[config.mk]
export PLATFORM = sky130hd
export DESIGN_NAME = servo_serial_command_framer_flat
export DESIGN_NICKNAME = d
export VERILOG_FILES = /design/src/rtl/scf_pkg.sv /design/src/rtl/scf_if.sv /design/src/rtl/servo_serial_command_framer.sv /design/src/rtl/scf_sequencer.sv /design/src/rtl/scf_frame_datapath.sv /design/src/rtl/scf_reply_decoder.sv /design/src/flat_wrapper.sv
export SDC_FILE = /design/constraint.sdc
export NUM_CORES = 1
export LEC_CHECK = 0
export BUFFER_PORTS_ARGS = -buffer_cell sky130_fd_sc_hd__buf_2
export CAP_MARGIN = 15
export CORE_UTILIZATION = 50
export CTS_BUF_LIST = sky130_fd_sc_hd__clkbuf_8 sky130_fd_sc_hd__clkbuf_16
export DETAILED_ROUTE_END_ITERATION = 10
export PLACE_DENSITY = 0.7
export RECOVER_POWER = 50
export SETUP_SLACK_MARGIN = 0.1
export SLEW_MARGIN = 20
export SYNTH_ARGS = -nofsm -noshare
export SYNTH_HDL_FRONTEND = slang
export SYNTH_SLANG_ARGS = --single-unit
[constraint.sdc]
create_clock -name clock -period 13.3 [get_ports clock]
set_input_delay 2.66 -clock clock [delete_from_list [all_inputs] [get_ports clock]]
set_output_delay 2.66 -clock clock [all_outputs]
set_load 0.01 [all_outputs]
[src/rtl/scf_pkg.sv]
`timescale 1ns / 1ps

package scf_pkg;

   localparam logic [7:0]  StartByte      = 8'hA5;
   localparam logic [15:0] CrcPoly        = 16'h1021;
   localparam logic [1:0]  MaxWords       = 2'd3;
   localparam int          StatusBytePos  = 3;

   // Reply status codes.
   localparam logic [2:0] StatusComplete   = 3'd0;
   localparam logic [2:0] StatusIncomplete = 3'd1;
   localparam logic [2:0] StatusInvalid    = 3'd2;
   localparam logic [2:0] StatusNoWrite    = 3'd3;
   localparam logic [2:0] StatusCrcError   = 3'd4;
   localparam logic [2:0] StatusCommError  = 3'd5;
   localparam logic [2:0] StatusUnknown    = 3'd6;

   // Raw status byte values found in reply byte 3.
   localparam logic [7:0] RawComplete   = 8'h01;
   localparam logic [7:0] RawIncomplete = 8'h02;
   localparam logic [7:0] RawInvalid    = 8'h04;
   localparam logic [7:0] RawNoWrite    = 8'h06;
   localparam logic [7:0] RawCrcError   = 8'h08;

   localparam logic OpCommand = 1'b0;
   localparam logic OpReply   = 1'b1;

   localparam logic KindTxByte = 1'b0;
   localparam logic KindStatus = 1'b1;

   typedef logic [3:0] pc_type;

   typedef enum logic [3:0] {
      SRC_START,
      SRC_NODE,
      SRC_CMD,
      SRC_INDEX,
      SRC_OFFSET,
      SRC_WORDS,
      SRC_CRC_HI,
      SRC_CRC_LO,
      SRC_DATA
   } byte_src_type;

   typedef enum logic [1:0] {
      CRC_HOLD,
      CRC_UPDATE,
      CRC_CLEAR
   } crc_op_type;

   typedef enum logic [1:0] {
      JMP_NEXT,
      JMP_END_IF_NO_DATA,
      JMP_LOOP_DATA,
      JMP_END
   } jump_type;

   typedef struct packed {
      byte_src_type src;
      crc_op_type   crc_op;
      jump_type     jump;
   } ucode_type;

   // Strobe and control word handed from the sequencer to the datapath.
   typedef struct packed {
      logic         step;
      byte_src_type src;
      crc_op_type   crc_op;
   } dp_ctrl_type;

   // Conditions the datapath reports back for the conditional jumps.
   typedef struct packed {
      logic no_data;
      logic data_done;
   } dp_flags_type;

   // Frame program: one step per transmitted byte.
   function automatic ucode_type ucode_rom(input pc_type pc);
      ucode_type w;
      case (pc)
         4'd0:    w = '{SRC_START,  CRC_UPDATE, JMP_NEXT};
         4'd1:    w = '{SRC_NODE,   CRC_UPDATE, JMP_NEXT};
         4'd2:    w = '{SRC_CMD,    CRC_UPDATE, JMP_NEXT};
         4'd3:    w = '{SRC_INDEX,  CRC_UPDATE, JMP_NEXT};
         4'd4:    w = '{SRC_OFFSET, CRC_UPDATE, JMP_NEXT};
         4'd5:    w = '{SRC_WORDS,  CRC_UPDATE, JMP_NEXT};
         4'd6:    w = '{SRC_CRC_HI, CRC_HOLD,   JMP_NEXT};
         4'd7:    w = '{SRC_CRC_LO, CRC_CLEAR,  JMP_END_IF_NO_DATA};
         4'd8:    w = '{SRC_DATA,   CRC_UPDATE, JMP_LOOP_DATA};
         4'd9:    w = '{SRC_CRC_HI, CRC_HOLD,   JMP_NEXT};
         4'd10:   w = '{SRC_CRC_LO, CRC_HOLD,   JMP_END};
         default: w = '{SRC_CRC_LO, CRC_HOLD,   JMP_END};
      endcase
      return w;
   endfunction

   // One byte of CRC-16 in the direct form; with a zero start value this
   // equals the augmented form taken over the section and two zero bytes.
   function automatic logic [15:0] crc16_byte(input logic [15:0] crc_in,
                                              input logic [7:0]  data_in);
      logic [15:0] c;
      c = crc_in ^ {data_in, 8'h00};
      for (int k = 0; k < 8; k++) begin
         c = c[15] ? ((c << 1) ^ CrcPoly) : (c << 1);
      end
      return c;
   endfunction

endpackage

[src/rtl/scf_if.sv]
`timescale 1ns / 1ps

interface scf_req_if;
   logic        valid;
   logic        ready;
   logic        op;
   logic [7:0]  command_code;
   logic [7:0]  reg_index;
   logic [7:0]  reg_offset;
   logic [1:0]  word_count;
   logic [47:0] data_value;
   logic [7:0]  rx_byte;

   modport source (
      output valid, op, command_code, reg_index, reg_offset, word_count,
             data_value, rx_byte,
      input  ready
   );
   modport sink (
      input  valid, op, command_code, reg_index, reg_offset, word_count,
             data_value, rx_byte,
      output ready
   );
endinterface

interface scf_rsp_if;
   logic       valid;
   logic       ready;
   logic       kind;
   logic [7:0] tx_byte;
   logic       last;
   logic [2:0] status;

   modport source (
      output valid, kind, tx_byte, last, status,
      input  ready
   );
   modport sink (
      input  valid, kind, tx_byte, last, status,
      output ready
   );
endinterface

[src/rtl/servo_serial_command_framer.sv]
`timescale 1ns / 1ps

// Builds servo-drive command frames and decodes drive replies. A command
// request is taken and then sent one frame byte per cycle by a small
// microcoded sequencer stepping a frame program: 8 bytes for a header
// frame, 10 + 2 * words bytes with data; a stalled result holds the
// program step. The CRC-16 (0x1021) is updated one whole byte per program
// step. The last byte of a reply loads one status result, which is
// offered from the next cycle. The node address register is written
// by csr_write_enable and should be changed only while the block is idle.
module servo_serial_command_framer
   import scf_pkg::*;
#(
   parameter int REPLY_LENGTH = 8
) (
   input  logic        clock,
   input  logic        reset,
   input  logic        csr_write_enable,
   input  logic [7:0]  csr_write_data,
   scf_req_if.sink     req_chan,
   scf_rsp_if.source   rsp_chan
);

   logic [7:0]   node_address_ff;
   logic         rsp_valid_ff, rsp_valid_in;
   logic         rsp_kind_ff, rsp_kind_in;
   logic [7:0]   rsp_byte_ff, rsp_byte_in;
   logic         rsp_last_ff, rsp_last_in;
   logic [2:0]   rsp_status_ff, rsp_status_in;
   logic         out_free;
   logic         req_take, cmd_take, reply_take;
   logic         seq_busy, seq_last;
   dp_ctrl_type  dp_ctrl;
   dp_flags_type dp_flags;
   logic [7:0]   frame_byte;
   logic         reply_done;
   logic [2:0]   reply_status;

   assign out_free       = !rsp_valid_ff || rsp_chan.ready;
   assign req_chan.ready = !seq_busy && out_free;
   assign req_take       = req_chan.valid && req_chan.ready;
   assign cmd_take       = req_take && (req_chan.op == OpCommand);
   assign reply_take     = req_take && (req_chan.op == OpReply);

   always_ff @(posedge clock) begin
      if (reset) begin
         node_address_ff <= 8'd1;
      end else if (csr_write_enable) begin
         node_address_ff <= csr_write_data;
      end
   end

   scf_sequencer u_sequencer (
      .clock   (clock),
      .reset   (reset),
      .start   (cmd_take),
      .advance (out_free),
      .flags   (dp_flags),
      .ctrl    (dp_ctrl),
      .busy    (seq_busy),
      .last    (seq_last)
   );

   scf_frame_datapath u_datapath (
      .clock        (clock),
      .reset        (reset),
      .start        (cmd_take),
      .node_address (node_address_ff),
      .command_code (req_chan.command_code),
      .reg_index    (req_chan.reg_index),
      .reg_offset   (req_chan.reg_offset),
      .word_count   (req_chan.word_count),
      .data_value   (req_chan.data_value),
      .ctrl         (dp_ctrl),
      .flags        (dp_flags),
      .tx_byte      (frame_byte)
   );

   scf_reply_decoder #(
      .REPLY_LENGTH (REPLY_LENGTH)
   ) u_reply (
      .clock   (clock),
      .reset   (reset),
      .take    (reply_take),
      .rx_byte (req_chan.rx_byte),
      .done    (reply_done),
      .status  (reply_status)
   );

   always_comb begin
      rsp_valid_in  = rsp_valid_ff;
      rsp_kind_in   = rsp_kind_ff;
      rsp_byte_in   = rsp_byte_ff;
      rsp_last_in   = rsp_last_ff;
      rsp_status_in = rsp_status_ff;
      if (dp_ctrl.step) begin
         rsp_valid_in  = 1'b1;
         rsp_kind_in   = KindTxByte;
         rsp_byte_in   = frame_byte;
         rsp_last_in   = seq_last;
         rsp_status_in = StatusComplete;
      end else if (reply_done) begin
         rsp_valid_in  = 1'b1;
         rsp_kind_in   = KindStatus;
         rsp_byte_in   = 8'h00;
         rsp_last_in   = 1'b1;
         rsp_status_in = reply_status;
      end else if (rsp_chan.ready) begin
         rsp_valid_in = 1'b0;
      end
   end

   always_ff @(posedge clock) begin
      if (reset) begin
         rsp_valid_ff <= 1'b0;
      end else begin
         rsp_valid_ff <= rsp_valid_in;
      end
   end

   always_ff @(posedge clock) begin
      rsp_kind_ff   <= rsp_kind_in;
      rsp_byte_ff   <= rsp_byte_in;
      rsp_last_ff   <= rsp_last_in;
      rsp_status_ff <= rsp_status_in;
   end

   assign rsp_chan.valid   = rsp_valid_ff;
   assign rsp_chan.kind    = rsp_kind_ff;
   assign rsp_chan.tx_byte = rsp_byte_ff;
   assign rsp_chan.last    = rsp_last_ff;
   assign rsp_chan.status  = rsp_status_ff;

   // A frame byte is only written into a free output register.
   assert property (@(posedge clock) disable iff (reset)
      dp_ctrl.step |-> out_free)
      else $error("frame byte would overwrite a pending result");

   // Frame bytes and reply status never compete for the output register.
   assert property (@(posedge clock) disable iff (reset)
      !(seq_busy && reply_done))
      else $error("reply completed while a frame was being sent");

   // When the program finishes, the closing byte of the frame is on offer.
   assert property (@(posedge clock) disable iff (reset)
      ($fell(seq_busy) && !$past(reset)) |->
         (rsp_valid_ff && rsp_last_ff && (rsp_kind_ff == KindTxByte)))
      else $error("frame ended without a closing byte");

endmodule

[src/rtl/scf_sequencer.sv]
`timescale 1ns / 1ps

module scf_sequencer
   import scf_pkg::*;
(
   input  logic         clock,
   input  logic         reset,
   input  logic         start,
   input  logic         advance,
   input  dp_flags_type flags,
   output dp_ctrl_type  ctrl,
   output logic         busy,
   output logic         last
);

   logic      busy_ff, busy_in;
   pc_type    pc_ff, pc_in;
   ucode_type uword;
   logic      step;

   assign uword = ucode_rom(pc_ff);
   assign step  = busy_ff && advance;

   always_comb begin
      busy_in = busy_ff;
      pc_in   = pc_ff;
      last    = 1'b0;
      if (start) begin
         busy_in = 1'b1;
         pc_in   = '0;
      end else if (step) begin
         case (uword.jump)
            JMP_NEXT: begin
               pc_in = pc_ff + 1'b1;
            end
            JMP_END_IF_NO_DATA: begin
               if (flags.no_data) begin
                  busy_in = 1'b0;
                  last    = 1'b1;
               end else begin
                  pc_in = pc_ff + 1'b1;
               end
            end
            JMP_LOOP_DATA: begin
               if (flags.data_done) begin
                  pc_in = pc_ff + 1'b1;
               end
            end
            JMP_END: begin
               busy_in = 1'b0;
               last    = 1'b1;
            end
            default: begin
               busy_in = 1'b0;
               last    = 1'b1;
            end
         endcase
      end
   end

   always_ff @(posedge clock) begin
      if (reset) begin
         busy_ff <= 1'b0;
         pc_ff   <= '0;
      end else begin
         busy_ff <= busy_in;
         pc_ff   <= pc_in;
      end
   end

   assign ctrl.step   = step;
   assign ctrl.src    = uword.src;
   assign ctrl.crc_op = uword.crc_op;
   assign busy        = busy_ff;

endmodule

[src/rtl/scf_frame_datapath.sv]
`timescale 1ns / 1ps

module scf_frame_datapath
   import scf_pkg::*;
(
   input  logic         clock,
   input  logic         reset,
   input  logic         start,
   input  logic [7:0]   node_address,
   input  logic [7:0]   command_code,
   input  logic [7:0]   reg_index,
   input  logic [7:0]   reg_offset,
   input  logic [1:0]   word_count,
   input  logic [47:0]  data_value,
   input  dp_ctrl_type  ctrl,
   output dp_flags_type flags,
   output logic [7:0]   tx_byte
);

   logic [7:0]  cmd_ff, index_ff, offset_ff;
   logic [1:0]  words_ff;
   logic [47:0] data_ff;
   logic [15:0] crc_ff, crc_in;
   logic [2:0]  data_idx_ff, data_idx_in;
   logic [1:0]  words_sat;
   logic [2:0]  byte_total;

   assign words_sat  = (word_count > MaxWords) ? MaxWords : word_count;
   assign byte_total = {words_ff, 1'b0};

   always_comb begin
      case (ctrl.src)
         SRC_START:  tx_byte = StartByte;
         SRC_NODE:   tx_byte = node_address;
         SRC_CMD:    tx_byte = cmd_ff;
         SRC_INDEX:  tx_byte = index_ff;
         SRC_OFFSET: tx_byte = offset_ff;
         SRC_WORDS:  tx_byte = {6'd0, words_ff};
         SRC_CRC_HI: tx_byte = crc_ff[15:8];
         SRC_CRC_LO: tx_byte = crc_ff[7:0];
         SRC_DATA:   tx_byte = data_ff[{data_idx_ff, 3'b000} +: 8];
         default:    tx_byte = 8'h00;
      endcase
   end

   always_comb begin
      crc_in      = crc_ff;
      data_idx_in = data_idx_ff;
      if (start) begin
         crc_in      = '0;
         data_idx_in = '0;
      end else if (ctrl.step) begin
         case (ctrl.crc_op)
            CRC_UPDATE: crc_in = crc16_byte(crc_ff, tx_byte);
            CRC_CLEAR:  crc_in = '0;
            default:    crc_in = crc_ff;
         endcase
         if (ctrl.src == SRC_DATA) begin
            data_idx_in = data_idx_ff + 1'b1;
         end
      end
   end

   always_ff @(posedge clock) begin
      if (reset) begin
         crc_ff      <= '0;
         data_idx_ff <= '0;
      end else begin
         crc_ff      <= crc_in;
         data_idx_ff <= data_idx_in;
      end
   end

   always_ff @(posedge clock) begin
      if (start) begin
         cmd_ff    <= command_code;
         index_ff  <= reg_index;
         offset_ff <= reg_offset;
         words_ff  <= words_sat;
         data_ff   <= data_value;
      end
   end

   assign flags.no_data   = (words_ff == 2'd0);
   assign flags.data_done = ((data_idx_ff + 3'd1) == byte_total);

endmodule

[src/rtl/scf_reply_decoder.sv]
`timescale 1ns / 1ps

module scf_reply_decoder
   import scf_pkg::*;
#(
   parameter int REPLY_LENGTH = 8
) (
   input  logic       clock,
   input  logic       reset,
   input  logic       take,
   input  logic [7:0] rx_byte,
   output logic       done,
   output logic [2:0] status
);

   localparam int CountWidth = $clog2(REPLY_LENGTH);

   logic [CountWidth-1:0] count_ff, count_in;
   logic                  start_ok_ff, start_ok_in;
   logic [7:0]            status_byte_ff, status_byte_in;
   logic [CountWidth:0]   count_next;

   assign count_next = {1'b0, count_ff} + 1'b1;

   always_comb begin
      count_in       = count_ff;
      start_ok_in    = start_ok_ff;
      status_byte_in = status_byte_ff;
      done           = 1'b0;
      if (take) begin
         if (count_ff == '0) begin
            start_ok_in = (rx_byte == StartByte);
         end
         if (count_ff == CountWidth'(StatusBytePos)) begin
            status_byte_in = rx_byte;
         end
         if (count_next == (CountWidth + 1)'(REPLY_LENGTH)) begin
            count_in = '0;
            done     = 1'b1;
         end else begin
            count_in = count_next[CountWidth-1:0];
         end
      end
   end

   // Decoded from the updated values so that the closing byte counts too.
   always_comb begin
      if (!start_ok_in) begin
         status = StatusCommError;
      end else begin
         case (status_byte_in)
            RawComplete:   status = StatusComplete;
            RawIncomplete: status = StatusIncomplete;
            RawInvalid:    status = StatusInvalid;
            RawNoWrite:    status = StatusNoWrite;
            RawCrcError:   status = StatusCrcError;
            default:       status = StatusUnknown;
         endcase
      end
   end

   always_ff @(posedge clock) begin
      if (reset) begin
         count_ff       <= '0;
         start_ok_ff    <= 1'b0;
         status_byte_ff <= '0;
      end else begin
         count_ff       <= count_in;
         start_ok_ff    <= start_ok_in;
         status_byte_ff <= status_byte_in;
      end
   end

endmodule
[src/flat_wrapper.sv]
// flat-port wrapper written by rule: the top's interface ports become plain ports
module servo_serial_command_framer_flat import scf_pkg::*;
#(
   parameter int REPLY_LENGTH = 8
)
  (clock, reset, csr_write_enable, csr_write_data, req_chan_valid, req_chan_op, req_chan_command_code, req_chan_reg_index, req_chan_reg_offset, req_chan_word_count, req_chan_data_value, req_chan_rx_byte, req_chan_ready, rsp_chan_valid, rsp_chan_kind, rsp_chan_tx_byte, rsp_chan_last, rsp_chan_status, rsp_chan_ready);
  scf_req_if req_chan_i ();
  scf_rsp_if rsp_chan_i ();
  input  logic clock;
  input  logic reset;
  input  logic csr_write_enable;
  input  logic [7:0] csr_write_data;
  input wire logic [$bits(req_chan_i.valid)-1:0] req_chan_valid;
  input wire logic [$bits(req_chan_i.op)-1:0] req_chan_op;
  input wire logic [$bits(req_chan_i.command_code)-1:0] req_chan_command_code;
  input wire logic [$bits(req_chan_i.reg_index)-1:0] req_chan_reg_index;
  input wire logic [$bits(req_chan_i.reg_offset)-1:0] req_chan_reg_offset;
  input wire logic [$bits(req_chan_i.word_count)-1:0] req_chan_word_count;
  input wire logic [$bits(req_chan_i.data_value)-1:0] req_chan_data_value;
  input wire logic [$bits(req_chan_i.rx_byte)-1:0] req_chan_rx_byte;
  output wire logic [$bits(req_chan_i.ready)-1:0] req_chan_ready;
  output wire logic [$bits(rsp_chan_i.valid)-1:0] rsp_chan_valid;
  output wire logic [$bits(rsp_chan_i.kind)-1:0] rsp_chan_kind;
  output wire logic [$bits(rsp_chan_i.tx_byte)-1:0] rsp_chan_tx_byte;
  output wire logic [$bits(rsp_chan_i.last)-1:0] rsp_chan_last;
  output wire logic [$bits(rsp_chan_i.status)-1:0] rsp_chan_status;
  input wire logic [$bits(rsp_chan_i.ready)-1:0] rsp_chan_ready;
  assign req_chan_i.valid = req_chan_valid;
  assign req_chan_i.op = req_chan_op;
  assign req_chan_i.command_code = req_chan_command_code;
  assign req_chan_i.reg_index = req_chan_reg_index;
  assign req_chan_i.reg_offset = req_chan_reg_offset;
  assign req_chan_i.word_count = req_chan_word_count;
  assign req_chan_i.data_value = req_chan_data_value;
  assign req_chan_i.rx_byte = req_chan_rx_byte;
  assign req_chan_ready = req_chan_i.ready;
  assign rsp_chan_valid = rsp_chan_i.valid;
  assign rsp_chan_kind = rsp_chan_i.kind;
  assign rsp_chan_tx_byte = rsp_chan_i.tx_byte;
  assign rsp_chan_last = rsp_chan_i.last;
  assign rsp_chan_status = rsp_chan_i.status;
  assign rsp_chan_i.ready = rsp_chan_ready;
  servo_serial_command_framer #(.REPLY_LENGTH(REPLY_LENGTH)) u_core (.clock(clock), .reset(reset), .csr_write_enable(csr_write_enable), .csr_write_data(csr_write_data), .req_chan(req_chan_i), .rsp_chan(rsp_chan_i));
endmodule
# Word-level counts from Yosys, hierarchy flattened
# Memories as Yosys holds them, arrays and structs flattened. A register that Yosys moved wholly into a read port is not among the register bits.
# Index checks and enable logic that the tools add are counted.
[totals]
regBits = 132
mem_bits_ro = 128
output_inout_bits = 15
n_memories = 1
[op_classes]
add_sub_neg = 3
magnitude_cmp = 1
eq_ne = 25
shifts = 1
n_mux = 38
n_bitwise = 10
reduce_logical = 23
[mem_list]
columns = ["memory", "depth", "width", "read_ports", "rd_clocked_by_memory_dff", "wr", "line", "text"]
rows = [
  ["(name not given)", 16, 8, 1, 1, 0, "scf_pkg.sv:81", "case (pc)"],
]
[ops]
columns = ["operator", "count"]
rows = [
  ["13-bit two-way mux", 8],
  ["8-bit one-hot mux with 9 select lines", 1],
  ["48-bit by 7-bit variable part select with 8-bit output", 1],
  ["8-bit two-way mux", 4],
  ["16-bit one-hot mux with 2 select lines", 1],
  ["3-bit NOT", 8],
  ["4-bit by 3-bit == test with 1-bit output (second input constant)", 4],
  ["8-bit by 3-bit == test with 1-bit output (second input constant)", 2],
  ["4-bit two-way mux", 4],
  ["16-bit XOR", 1],
  ["3-bit one-hot mux with 5 select lines", 1],
  ["1-bit two-way mux", 14],
  ["4-bit one-hot mux with 3 select lines", 1],
  ["3-bit nonzero test", 3],
  ["4-bit by 2-bit == test with 1-bit output (second input constant)", 2],
  ["4-bit == test (second input constant)", 2],
  ["8-bit by 1-bit == test with 1-bit output (second input constant)", 1],
  ["8-bit by 2-bit == test with 1-bit output (second input constant)", 1],
  ["8-bit by 4-bit == test with 1-bit output (second input constant)", 1],
  ["8-bit == test (second input constant)", 1],
  ["2-bit == test (second input constant)", 3],
  ["3-bit two-way mux", 2],
  ["2-bit nonzero test", 3],
  ["1-bit logical AND", 5],
  ["other kinds (22)", 27],
]

# Longest topological paths before layout
# Gate-level depths: netlist of the first run.
[logic_depth]
word_depth = 20
mapped_depth = 10

# By module
# From an unflattened synthesis of the first run, not the netlist that was laid out.
[hier_totals]
hier_cells = 562
area_unflattened_um2 = 6576.3
[modules_own_cells]
columns = ["mod", "n_inst", "cells_each", "area_per_inst_um2", "seq_area_each_um2"]
rows = [
  ["scf_frame_datapath", 1, 326, 4321.6, 2602.5],
  ["servo_serial_command_framer", 1, 67, 828.3, 530.5],
  ["scf_sequencer", 1, 84, 721.9, 260.2],
  ["scf_reply_decoder", 1, 85, 704.4, 240.2],
]

# Worst setup path after synthesis of the first run
# No wires, ideal clock.
[synth_timing]
path_kind = "input port to flip-flop"
startpoint = "input port rsp_chan_ready"
endpoint = "register u_core.u_datapath.crc_ff[0]"
setup_ns = 0.128
arrival_ns = 7.481
required_time_ns = 13.172
slack_ns = 5.692
cell_stages = 9
cell_sequence = "nand2b_1 > nor2b_1 > clkbuf_1 > nand2_1 > nor2_1 > or2_2 > clkbuf_1 > buf_1 > nor2_1"
[synth_between]
elab_chain_len = 5
elab_cells_between_ends = 7
[synth_rtl]
columns = ["element", "line", "text"]
rows = [
  ["start, declared", "flat_wrapper.sv:27", "input wire logic [$bits(rsp_chan_i.ready)-1:0] rsp_chan_ready;"],
  ["1-bit logical OR", "servo_serial_command_framer.sv:39", "assign out_free = !rsp_valid_ff || rsp_chan.ready;"],
  ["1-bit logical AND", "servo_serial_command_framer.sv:40", "assign req_chan.ready = !seq_busy && out_free;"],
  ["net req_chan_ready", "flat_wrapper.sv:21", "output wire logic [$bits(req_chan_i.ready)-1:0] req_chan_ready;"],
  ["1-bit logical AND", "servo_serial_command_framer.sv:41", "assign req_take = req_chan.valid && req_chan.ready;"],
  ["1-bit logical AND", "servo_serial_command_framer.sv:42", "assign cmd_take = req_take && (req_chan.op == OpCommand);"],
  ["net u_core.cmd_take", "servo_serial_command_framer.sv:31", "logic req_take, cmd_take, reply_take;"],
  ["2-bit OR reduction (no source line)", "-", ""],
  ["end signal, assigned", "scf_frame_datapath.sv:69", "crc_ff <= crc_in;"],
  ["end, declared", "scf_frame_datapath.sv:23", "logic [15:0] crc_ff, crc_in;"],
]
# The timed path passes the listed nets, and every way through them passes these cells.
# A chain may end at the register's enable or synchronous reset.

# Worst setup path in the final report of the first run
[layout_timing]
startpoint = "input port rsp_chan_ready"
endpoint = "register u_core.u_datapath.crc_ff[5]"
[layout_between]
elab_chain_len = 5
elab_cells_between_ends = 7
[layout_rtl]
columns = ["element", "line"]
rows = [
  ["1-bit logical OR", "servo_serial_command_framer.sv:39"],
  ["1-bit logical AND", "servo_serial_command_framer.sv:40"],
  ["1-bit logical AND", "servo_serial_command_framer.sv:41"],
  ["1-bit logical AND", "servo_serial_command_framer.sv:42"],
  ["net u_core.cmd_take", "servo_serial_command_framer.sv:31"],
  ["2-bit OR reduction (no source line)", "-"],
]
# The timed path passes the listed nets, and every way through them passes these cells.

==> results of run 1 <==
[area by class of cell]
class	instances	area share, %
sequential	140	49.1
multi-input combinational	337	33.1
timing repair buffer	112	7.31
clock buffer	19	6.26
tap	168	2.84
clock inverter	13	1.01
inverter	8	0.405
[through the flow]
step	setup slack (ns)	instances	hold slack, ns	cell area, um2	util, %
floorplan	5.69	510	0.451	6250	-
global placement	7.33	765	0.473	6890	56.9
detailed placement	7.27	765	0.484	6890	56.9
CTS	7.27	797	0.498	7430	61.4
global route	5.67	797	0.523	7410	61.2
finish	6.24	797	0.496	7410	61.2
[worst max-delay path, cell delays in order]
cell and delay, ns:
buf_2 0.07, nand2b_1 0.14, nor2b_1 0.31, nand2_1 0.14, nor2_4 0.09, clkbuf_1 2.71
or2_2 0.72, nor2b_1 0.22, a22o_1 0.27
[synthesized netlist by cell type, types with 6 or more instances]
master | number | area [um2]
a21oi_1 | 17 | 85.1
mux2_2 | 7 | 78.8
nor3_1 | 13 | 65.1
dfxtp_1 | 57 | 1140
nor2_1 | 64 | 240
buf_2 | 8 | 40.0
o22ai_1 | 10 | 62.6
o21ai_0 | 7 | 35.0
ha_1 | 6 | 75.1
xor2_1 | 13 | 114
nand2_1 | 19 | 71.3
a22o_1 | 8 | 70.1
nand2b_1 | 10 | 62.6
nand3b_1 | 7 | 52.6
xnor2_1 | 16 | 140
inv_1 | 7 | 26.3
edfxtp_1 | 83 | 2490
a22oi_1 | 6 | 45.0
nor2b_1 | 10 | 62.6
clkbuf_1 | 8 | 30.0
mux2i_1 | 53 | 531
[layout by cell type (no fill, tap or decap), types with 3 or more instances in the layout]
master     count
dfxtp_1       56
nand4_1        4
clkbuf_1      17
o21ai_1        3
nand2_1       19
a21oi_1       17
edfxtp_1      83
a211oi_1       4
xnor2_1       16
buf_2         94
o22ai_1       10
inv_1         11
clkbuf_16     18
o2bb2ai_1      4
clkinv_2       3
xor2_2         3
o21ai_0        7
a22oi_1        6
nor2b_1       10
nor2_1        63
mux2i_1       53
ha_1           6
nor3_1        13
mux2_2         7
nand3b_1       7
a22o_1         8
nand2b_1      10
xor2_1        13
nand3_1        5
or3_1          3
or4_1          3
a32o_1         3
nor3b_1        4
[sequential cells by signal, summed over array words and instances (netlist names)]
| register | count |
|---|---|
| u_core.u_datapath.crc_ff | 16 |
| u_core.u_datapath.cmd_ff | 8 |
| u_core.rsp_chan.status | 3 |
| u_core.u_datapath.words_ff | 2 |
| u_core.u_datapath.offset_ff | 8 |
| u_core.rsp_chan.tx_byte | 8 |
| u_core.node_address_ff | 8 |
| u_core.u_reply.count_ff | 3 |
| u_core.u_sequencer.pc_ff | 4 |
| u_core.rsp_chan.last | 1 |
| u_core.u_datapath.data_idx_ff | 3 |
| u_core.u_reply.status_byte_ff | 8 |
| u_core.u_sequencer.busy | 1 |
| u_core.rsp_chan.kind | 1 |
| u_core.u_datapath.data_ff | 48 |
| u_core.u_reply.start_ok_ff | 1 |
| u_core.rsp_chan.valid | 1 |
| u_core.u_datapath.index_ff | 8 |
| u_core.u_sequencer.uword | 8 |
[metal layers]
| layer | track usage, % | wire [um] | up-vias | share of wire, % |
|---|---|---|---|---|
| li1 | - | - | 2082 | - |
| met1 | 29.7 | 6270 | 2041 | 47 |
| met2 | 34.0 | 5950 | 146 | 45 |
| met3 | 6.64 | 873 | 14 | 6.6 |
| met4 | 7.45 | 167 | 0 | 1.3 |
| met5 | 0 | 0 | - | 0 |
[kinds of logic (layout without fill, tap and decap cells)]
family | after synthesis | after routing | share of synthesized area (%)
adder cells (fa/ha/maj) | 6 | 6 | 1.20
XOR/XNOR | 35 | 35 | 5.72
buffers and inverters | 33 | 152 | 2.80
AO/OA/AOI/OAI | 77 | 77 | 8.74
flip-flops | 140 | 140 | 58.1
multiplexers | 60 | 60 | 9.74
AND/OR/NAND/NOR | 159 | 159 | 13.7
[power groups by stage]
stage	sequential (mW)	clock [mW]	combinational [mW]
3_3_place_gp	0.500	0	0.0791
4_1_cts	0.492	0.432	0.0813
5_1_grt	0.495	0.452	0.0887
6_report	0.493	0.426	0.0802
3_5_place_dp	0.501	0	0.0807
2_1_floorplan	0.498	0	0.0552
[worst paths after layout]
path	start	end	cells after the start
worst max-delay path	rsp_chan_ready	u_core.u_datapath.crc_ff[5]$_SDFFE_PP0P_	9
worst min-delay path	u_core.u_reply.status_byte_ff[5]$_SDFF_PP0_	u_core.u_reply.status_byte_ff[5]$_SDFF_PP0_	2
worst max register to register	u_core.rsp_chan.valid$_SDFFE_PP0P_	u_core.u_datapath.crc_ff[5]$_SDFFE_PP0P_	8
worst min register to register	u_core.u_reply.status_byte_ff[5]$_SDFF_PP0_	u_core.u_reply.status_byte_ff[5]$_SDFF_PP0_	2
==> results.cfg, run 1 <==
[cts]
htreeDepth = 4
post_cts_resized = 0
cts.sinks = 140
post_cts_buffers = 0
clockBufferDepth = 2
clk_root_buffer_cell = clkbuf_16
cts_made_buffers = 17
hold_buffers = 0
clock_latency_ns = 0.42
clk_pin_slew_ns = 0.06
cts_tree = yes

[detailed_routing]
via_count = 4283
wire_per_inst_um = 16.6
routed_via_density = 5.37
drc = 0
drtIter0Drc = 287
firstDrtPassIters = 4
wirelength_mm = 13.3
ant_nets = 0

[floorplan]
fp.dieH_um = 114
num_rows = 40
core_area_mm2 = 0.0121
ioPinCount = 111
dieWidth_um = 114
dieArea_mm2 = 0.0130
start_util_pct = 51.6

[synthesis]
synth_cell_types = 61
yosysSeqAreaShare_pct = 58.1
synth_flop_cell = edfxtp_1
synth_area_mm2 = 0.00625
ys_warn_count = 0
synth-edff-count = 83
ys_ff_latch = 140
synth_nets = 612
synth_area_per_cell_um2 = 12.3
async_reset_ff_share_pct = 0
synthCells = 510

[pwr]
p_per_area_mw_per_mm2 = 135
p_clk_share_pct = 42.6
power_frac_seq_pct = 49.3
comb_power_share_pct = 8.0
worst_ir_drop_vdd_mv = 0.129
p_leak_nw = 2.81
power_mw = 1.00
power_switching_mw = 0.231
p_int_mw = 0.769
netSwitchingFraction_pct = 23.1

[sta]
max_freq_mhz = 142
fin_crit_ns = 7.06
period_share_pct = 53.1
report.final.slew_viol_count = 77
hold_viol_final = 0
max_slew.worst_pin.slew_ns = 3.90
tns_ns = 0
rsz0062_at_grt = false
relSlewSlack_pct = -160
setup_viol = 0
fin_skew_ns = 0.00633

[setup_path]
crit_type = in -> reg
cp-end-kind = flop
worstSetupStartpointType = input pin
rrSetupSlack_ns = 8.26
crit_required_ns = 13.61
crit_arrival_ns = 7.37
path_max_fanout = 76

[global_routing]
overflow = 0
grt_max_degree = 77
grtUsageTotal_pct = 22.0
antenna_found_initial = 0
grt_pass1_wl_mm = 21.1
grt_pass1_vias = 4206

[layout]
drive_gt1_share_pct = 23.8
antenna_cells = 0
fill_cells = 1009
areaGrowthSynthToFinish_pct = 18.5
multi_input_area_mm2 = 0.00245
nets = 718
seq_area_mm2 = 0.00363

[place]
gp_congestion = 0.837
io_buffers = 110
hpwl_mm = 9.19

[min_path]
hp-class = reg -> reg

[flow_run]
drv_cap = 1

[status]
status = finished with violations
failed_checks = max-capacitance violations, max-slew violations
No activity file was read; power rests on OpenSTA's default activity.
==> run 2, diff against run 1 <==
Settings changed: ABC_AREA set to 1, PLACE_DENSITY 0.7 to 0.72.
Clock period 13.3 ns to 5.85 ns, I/O delays scaled along.
==> run 2 against run 1 <==
  * The flow now finishes without violations
  * Worst hold slack got worse by 0.024 ns
  * Combinational power rose to 2.8 times the previous value
  * Clock-buffer cell count fell by 2
  * Register-to-register slack got worse by 5.3 ns
  * Via count rose by 21%
  * Clock power rose by 150%
  * Design area rose by 4.9%
  * Wire length rose by 5.4%
  * Core utilization fell by 0.094 points
  * Die area rose by 5.3%
  * Synthesized cell count rose by 49%
  * Critical path type unchanged
  * Highest routed layer unchanged
==> results.cfg, run 2 <==
[synthesis]
synth_top_area_cell = edfxtp_1
synth_area_per_cell_um2 = 8.70
synth_flop_cell = edfxtp_1
synth_nets = 860
ys_ff_latch = 140
synth-edff-count = 83
synth_top_area_share_pct = 37.8
synthCells = 758
yosysMostFrequentCell = nand2_1
yosys-top-cells-area = edfxtp_1 38%, dfxtp_1 17%, nand2_1 12%, nand3_1 6.9%, inv_1 4.5%
ys_warn_count = 0
yosysSeqAreaShare_pct = 55.1
synth_cell_types = 38
synth_commonest_cells = 211 x nand2_1, 91 x nand3_1, 83 x edfxtp_1
async_reset_ff_share_pct = 0
synth_area_mm2 = 0.00659

[place]
io_buffers = 110
hpwl_mm = 9.93
gp_congestion = 0.899
placed_cells = 1021

[layout]
post-route-util_pct = 61.1
reg_top3 = u_core.u_datapath.data_ff (48), u_core.u_datapath.crc_ff (16)
final_cells = 1052
nets = 970
top_register = u_core.u_datapath.data_ff
largest_register_ffs = 48
drive_gt1_share_pct = 19.7
antenna_cells = 0
final_common_cell = nand2_1
areaGrowthSynthToFinish_pct = 17.9
mostFrequentLayoutCells = 212 x nand2_1, 93 x buf_2, 92 x nand3_1

[status]
status = finished, final reports clean

[detailed_routing]
drtIter0Drc = 273
via_count = 5196
firstDrtPassIters = 5
wire_per_inst_um = 13.3
routed_via_density = 4.94
drc = 0
wirelength_mm = 14.0
ant_nets = 0

[setup_path]
crit_end = u_core.rsp_chan.status[2]$_SDFFE_PP0P_
crit_type = in -> reg
crit_start = rsp_chan_ready
crit_required_ns = 6.16
cp-end-kind = flop
crit_arrival_ns = 3.50
worstSetupStartpointType = input pin
path_max_fanout = 14
r2r_end = u_core.u_sequencer.uword[6]$_DFF_P_
rr_worst_depth = 11
rrSetupSlack_ns = 2.95
r2r-start = u_core.u_datapath.data_idx_ff[0]$_SDFFE_PP0P_

[floorplan]
num_rows = 41
dieArea_mm2 = 0.0136
ioPinCount = 111
core_area_mm2 = 0.0127
start_util_pct = 51.8
dieWidth_um = 117
fp.dieH_um = 117

[cts]
clockBufferDepth = 2
cts.sinks = 140
clock_latency_ns = 0.42
hold_buffers = 0
post_cts_resized = 0
clk_pin_slew_ns = 0.06
cts_made_buffers = 17
htreeDepth = 4
clk_root_buffer_cell = clkbuf_16
cts_tree = yes
post_cts_buffers = 0

[sta]
report.final.slew_viol_count = 0
period_share_pct = 54.6
fin_skew_ns = 0.00792
timing.hold.ws_ns = 0.472
rsz0062_at_grt = false
relSlewSlack_pct = 31.8
max_freq_mhz = 313
setup_viol = 0
tns_ns = 0
hold_viol_final = 0
max_slew.worst_pin.slew_ns = 1.02
fin_crit_ns = 3.19

[pwr]
power_mw = 2.41
p_leak_nw = 3.39
worst_ir_drop_vdd_mv = 0.281
p_per_area_mw_per_mm2 = 310

[min_path]
hp-class = reg -> reg
min_path_cells = 2

[global_routing]
grtUsageTotal_pct = 22.2
overflow = 0
grt_pass1_wl_mm = 22.6
grt_pass1_vias = 4732
antenna_found_initial = 0
grt_max_degree = 75

[flow_run]
drv_cap = 0
run 2: area by class of cell:
class                      instances  area (um2)
timing repair buffer             111         537
tap                              172         215
fill                            1173        4950
clock buffer                      17         425
sequential                       140        3630
inverter                          91         344
multi-input combinational        507        2460
clock inverter                    14         155
run 2: logic make-up (layout without fill, tap and decap cells):
kind of cell	count (synthesis)	after routing	share of synthesized area (%)
and+or+nand+nor	416	416	29.0
DFF	140	140	55.1
buffers and inverters	111	233	7.14
AOI/OAI and AO/OA	77	77	6.53
xor gates and xnor gates	7	7	0.930
adders and majority gates	6	6	1.14
muxes	1	1	0.152
run 2: per-stage QoR:
stage,instance area (um2),setup WS [ns]
global placement,7250,2.88
CTS,7830,2.96
global route,7770,2.32
detailed placement,7250,2.78
finish,7770,2.66
floorplan,6590,1.18
run 2: where the power goes:
group          internal [mW]  switching (mW)
logic                 0.0815           0.146
clock network          0.660           0.402
registers               1.09          0.0240
run 2: how the worst min path moves through the flow:
stage                                                 from                                      to
finish              u_core.rsp_chan.status[1]$_SDFFE_PP0P_  u_core.rsp_chan.status[1]$_SDFFE_PP0P_
global route        u_core.rsp_chan.status[1]$_SDFFE_PP0P_  u_core.rsp_chan.status[1]$_SDFFE_PP0P_
CTS                 u_core.rsp_chan.status[1]$_SDFFE_PP0P_  u_core.rsp_chan.status[1]$_SDFFE_PP0P_
detailed placement  u_core.node_address_ff[0]$_SDFFE_PP1P_  u_core.node_address_ff[0]$_SDFFE_PP1P_
global placement    u_core.node_address_ff[0]$_SDFFE_PP1P_  u_core.node_address_ff[0]$_SDFFE_PP1P_
floorplan           u_core.node_address_ff[0]$_SDFFE_PP1P_  u_core.node_address_ff[0]$_SDFFE_PP1P_
run 2: critical path, cell delays in order:
cell     delay [ns]
buf_2          0.07
inv_1          0.03
nand2_1        0.07
inv_1          0.06
nor2_1         0.21
nand3_1        0.31
nor2_1         0.68
o21ai_0        0.22
nor2_1         0.13
nand2_1        0.08
nor2_1         0.17
nand3_1        0.11
nand3_1        0.11
a21oi_1        0.06
run 2: per-layer routing:
layer	vias up	GRT usage [%]	part of all wire, %
li1	2701	-	-
met1	2318	31.0	48
met2	158	33.7	44
met3	19	5.46	5.9
met4	0	8.19	1.6
met5	-	0	0
==> run 3, diff against run 2 <==
Settings changed: PLACE_DENSITY 0.72 to 0.69.
Clock period 5.85 ns to 3.3 ns, I/O delays scaled along.
==> run 3 against run 2 <==
  * Via count grew 2.9%
  * Flip-flop and latch count is the same
  * Clock-buffer cell count is the same
  * Critical path depth grew 2
  * Clock power grew 74%
  * Worst hold slack lost 0.064 ns
  * Largest power group unchanged
  * Sequential power grew 78%
  * Non-clock buffer count grew 1
==> results.cfg, run 3 (same netlist as run 2, synthesis figures left out) <==
[status]
status = finished, final reports clean

[min_path]
whs_endpoint = u_core.u_datapath.cmd_ff[0]$_DFFE_PP_
min_path_cells = 1
hold_start = req_chan_command_code[0]
hp-class = in -> reg

[sta]
fin_skew_ns = 0.00783
max_slew.worst_pin.slew_ns = 0.897
rsz0062_at_grt = false
hold_viol_final = 0
period_share_pct = 81.3
tns_ns = 0
fin_crit_ns = 2.68
relSlewSlack_pct = 40.2
max_freq_mhz = 373
setup_viol = 0
report.final.slew_viol_count = 0

[cts]
htreeDepth = 4
post_cts_resized = 0
clockBufferDepth = 2
cts_made_buffers = 17
cts.sinks = 140
cts_tree = yes
hold_buffers = 0
clock_latency_ns = 0.42
post_cts_buffers = 0
clk_root_buffer_cell = clkbuf_16
clk_pin_slew_ns = 0.06

[setup_path]
crit_start = u_core.u_datapath.data_idx_ff[0]$_SDFFE_PP0P_
worstPathCellList = clkbuf_1 -> nand2_1 -> nand2_1 -> nand2_1 -> o21ai_1 -> nand2_1 -> nand2_1 -> nand2_1 -> nand2_1 -> nand2_1 -> nand2_2 -> nand3_2 -> nand2_2 -> nand2_1 -> nand3_1 -> a21oi_1
cp-end-kind = flop
critPathSlowestCell = dfxtp_1
r2r-start = u_core.u_datapath.data_idx_ff[0]$_SDFFE_PP0P_
crit_arrival_ns = 2.95
cp_slowest_stage_delay_ns = 0.61
crit_required_ns = 3.57
r2r_end = u_core.u_datapath.crc_ff[7]$_SDFFE_PP0P_
crit_type = reg -> reg
path_max_fanout = 16
rrSetupSlack_ns = 0.62
worstSetupStartpointType = flop
rr_worst_depth = 16
path_common_cell = nand2_1

[layout]
final_common_cell = nand2_1
reg_top3 = u_core.u_datapath.data_ff (48), u_core.u_datapath.crc_ff (16)
fill_cells = 1139
nets = 971
seq_area_mm2 = 0.00363
final_cells = 1054
largest_register_ffs = 48
top_register = u_core.u_datapath.data_ff
antenna_cells = 0
areaGrowthSynthToFinish_pct = 18.1
drive_gt1_share_pct = 20.1
multi_input_area_mm2 = 0.00247
mostFrequentLayoutCells = 212 x nand2_1, 92 x nand3_1, 91 x buf_2

[floorplan]
dieArea_mm2 = 0.0136
start_util_pct = 51.8
dieWidth_um = 117
ioPinCount = 111
core_area_mm2 = 0.0127
num_rows = 41
fp.dieH_um = 117

[detailed_routing]
firstDrtPassIters = 5
wire_per_inst_um = 13.7
drtIter0Drc = 291
wirelength_mm = 14.4
drc = 0
ant_nets = 0
via_count = 5346
routed_via_density = 5.07

[global_routing]
grt_pass1_vias = 4957
antenna_found_initial = 0
overflow = 0
grtUsageTotal_pct = 22.7
grt_max_degree = 75
grt_pass1_wl_mm = 23.1

[place]
gp_congestion = 0.877
io_buffers = 110
hpwl_mm = 10.3
placed_cells = 1022

[pwr]
p_per_area_mw_per_mm2 = 544
p_leak_nw = 3.39
worst_ir_drop_vdd_mv = 0.342

[flow_run]
drv_cap = 0
==> run 3: per-layer routing <==
| metal | track usage, % | wire length (um) | part of all wire (%) | up-vias |
|---|---|---|---|---|
| li1 | - | - | - | 2704 |
| met5 | 0 | 0 | 0 | - |
| met4 | 11.2 | 437 | 3.0 | 0 |
| met3 | 5.36 | 1020 | 7.1 | 40 |
| met2 | 35.0 | 6460 | 45 | 203 |
| met1 | 30.2 | 6480 | 45 | 2399 |
==> run 3: layout make-up <==
type / count / share of cell area [%]
flip-flops and latches: 140 / 46.7
multi-input cells: 507 / 31.7
repair buffers: 112 / 6.91
clock buffers: 17 / 5.47
inverters: 91 / 4.55
well taps: 172 / 2.77
clock inverters: 15 / 1.91
==> run 3: power by group <==
| group | internal [mW] | total, mW | leakage, nW | switching, mW |
|---|---|---|---|---|
| clock network | 1.11 | 1.84 | 0.281 | 0.729 |
| logic | 0.145 | 0.407 | 1.87 | 0.263 |
| registers | 1.94 | 1.99 | 1.24 | 0.0460 |
==> run 3: worst max-delay path, delay by kind of cell (launching register included) <==
| kind | cells | cell delay, ns |
|---|---|---|
| buffers and inverters | 1 | 0.59 |
| and+or+nand+nor | 13 | 1.17 |
| DFF | 1 | 0.61 |
| AOI/OAI and AO/OA | 2 | 0.16 |
==> run 3: worst max-delay path by stage <==
stage	end	cells after the start	slack [ns]
floorplan	u_core.u_sequencer.uword[5]$_DFF_P_	13	0.05
detailed placement	u_core.rsp_chan.status[2]$_SDFFE_PP0P_	13	0.79
global placement	u_core.rsp_chan.status[2]$_SDFFE_PP0P_	13	0.92
CTS	u_core.u_sequencer.uword[6]$_DFF_P_	13	0.87
global route	u_core.u_datapath.crc_ff[14]$_SDFFE_PP0P_	16	0.35
finish	u_core.u_datapath.crc_ff[7]$_SDFFE_PP0P_	16	0.62
==> run 3: stage by stage <==
step / setup WS (ns) / util (%) / power [mW] / hold slack (ns) / area, um2
floorplan: 0.0456 / - / 2.29 / 0.430 / 6620
global placement: 0.919 / 57.2 / 2.41 / 0.462 / 7280
detailed placement: 0.793 / 57.2 / 2.43 / 0.466 / 7280
CTS: 0.871 / 61.7 / 4.27 / 0.397 / 7850
global route: 0.347 / 61.2 / 4.39 / 0.393 / 7780
finish: 0.616 / 61.2 / 4.23 / 0.409 / 7780
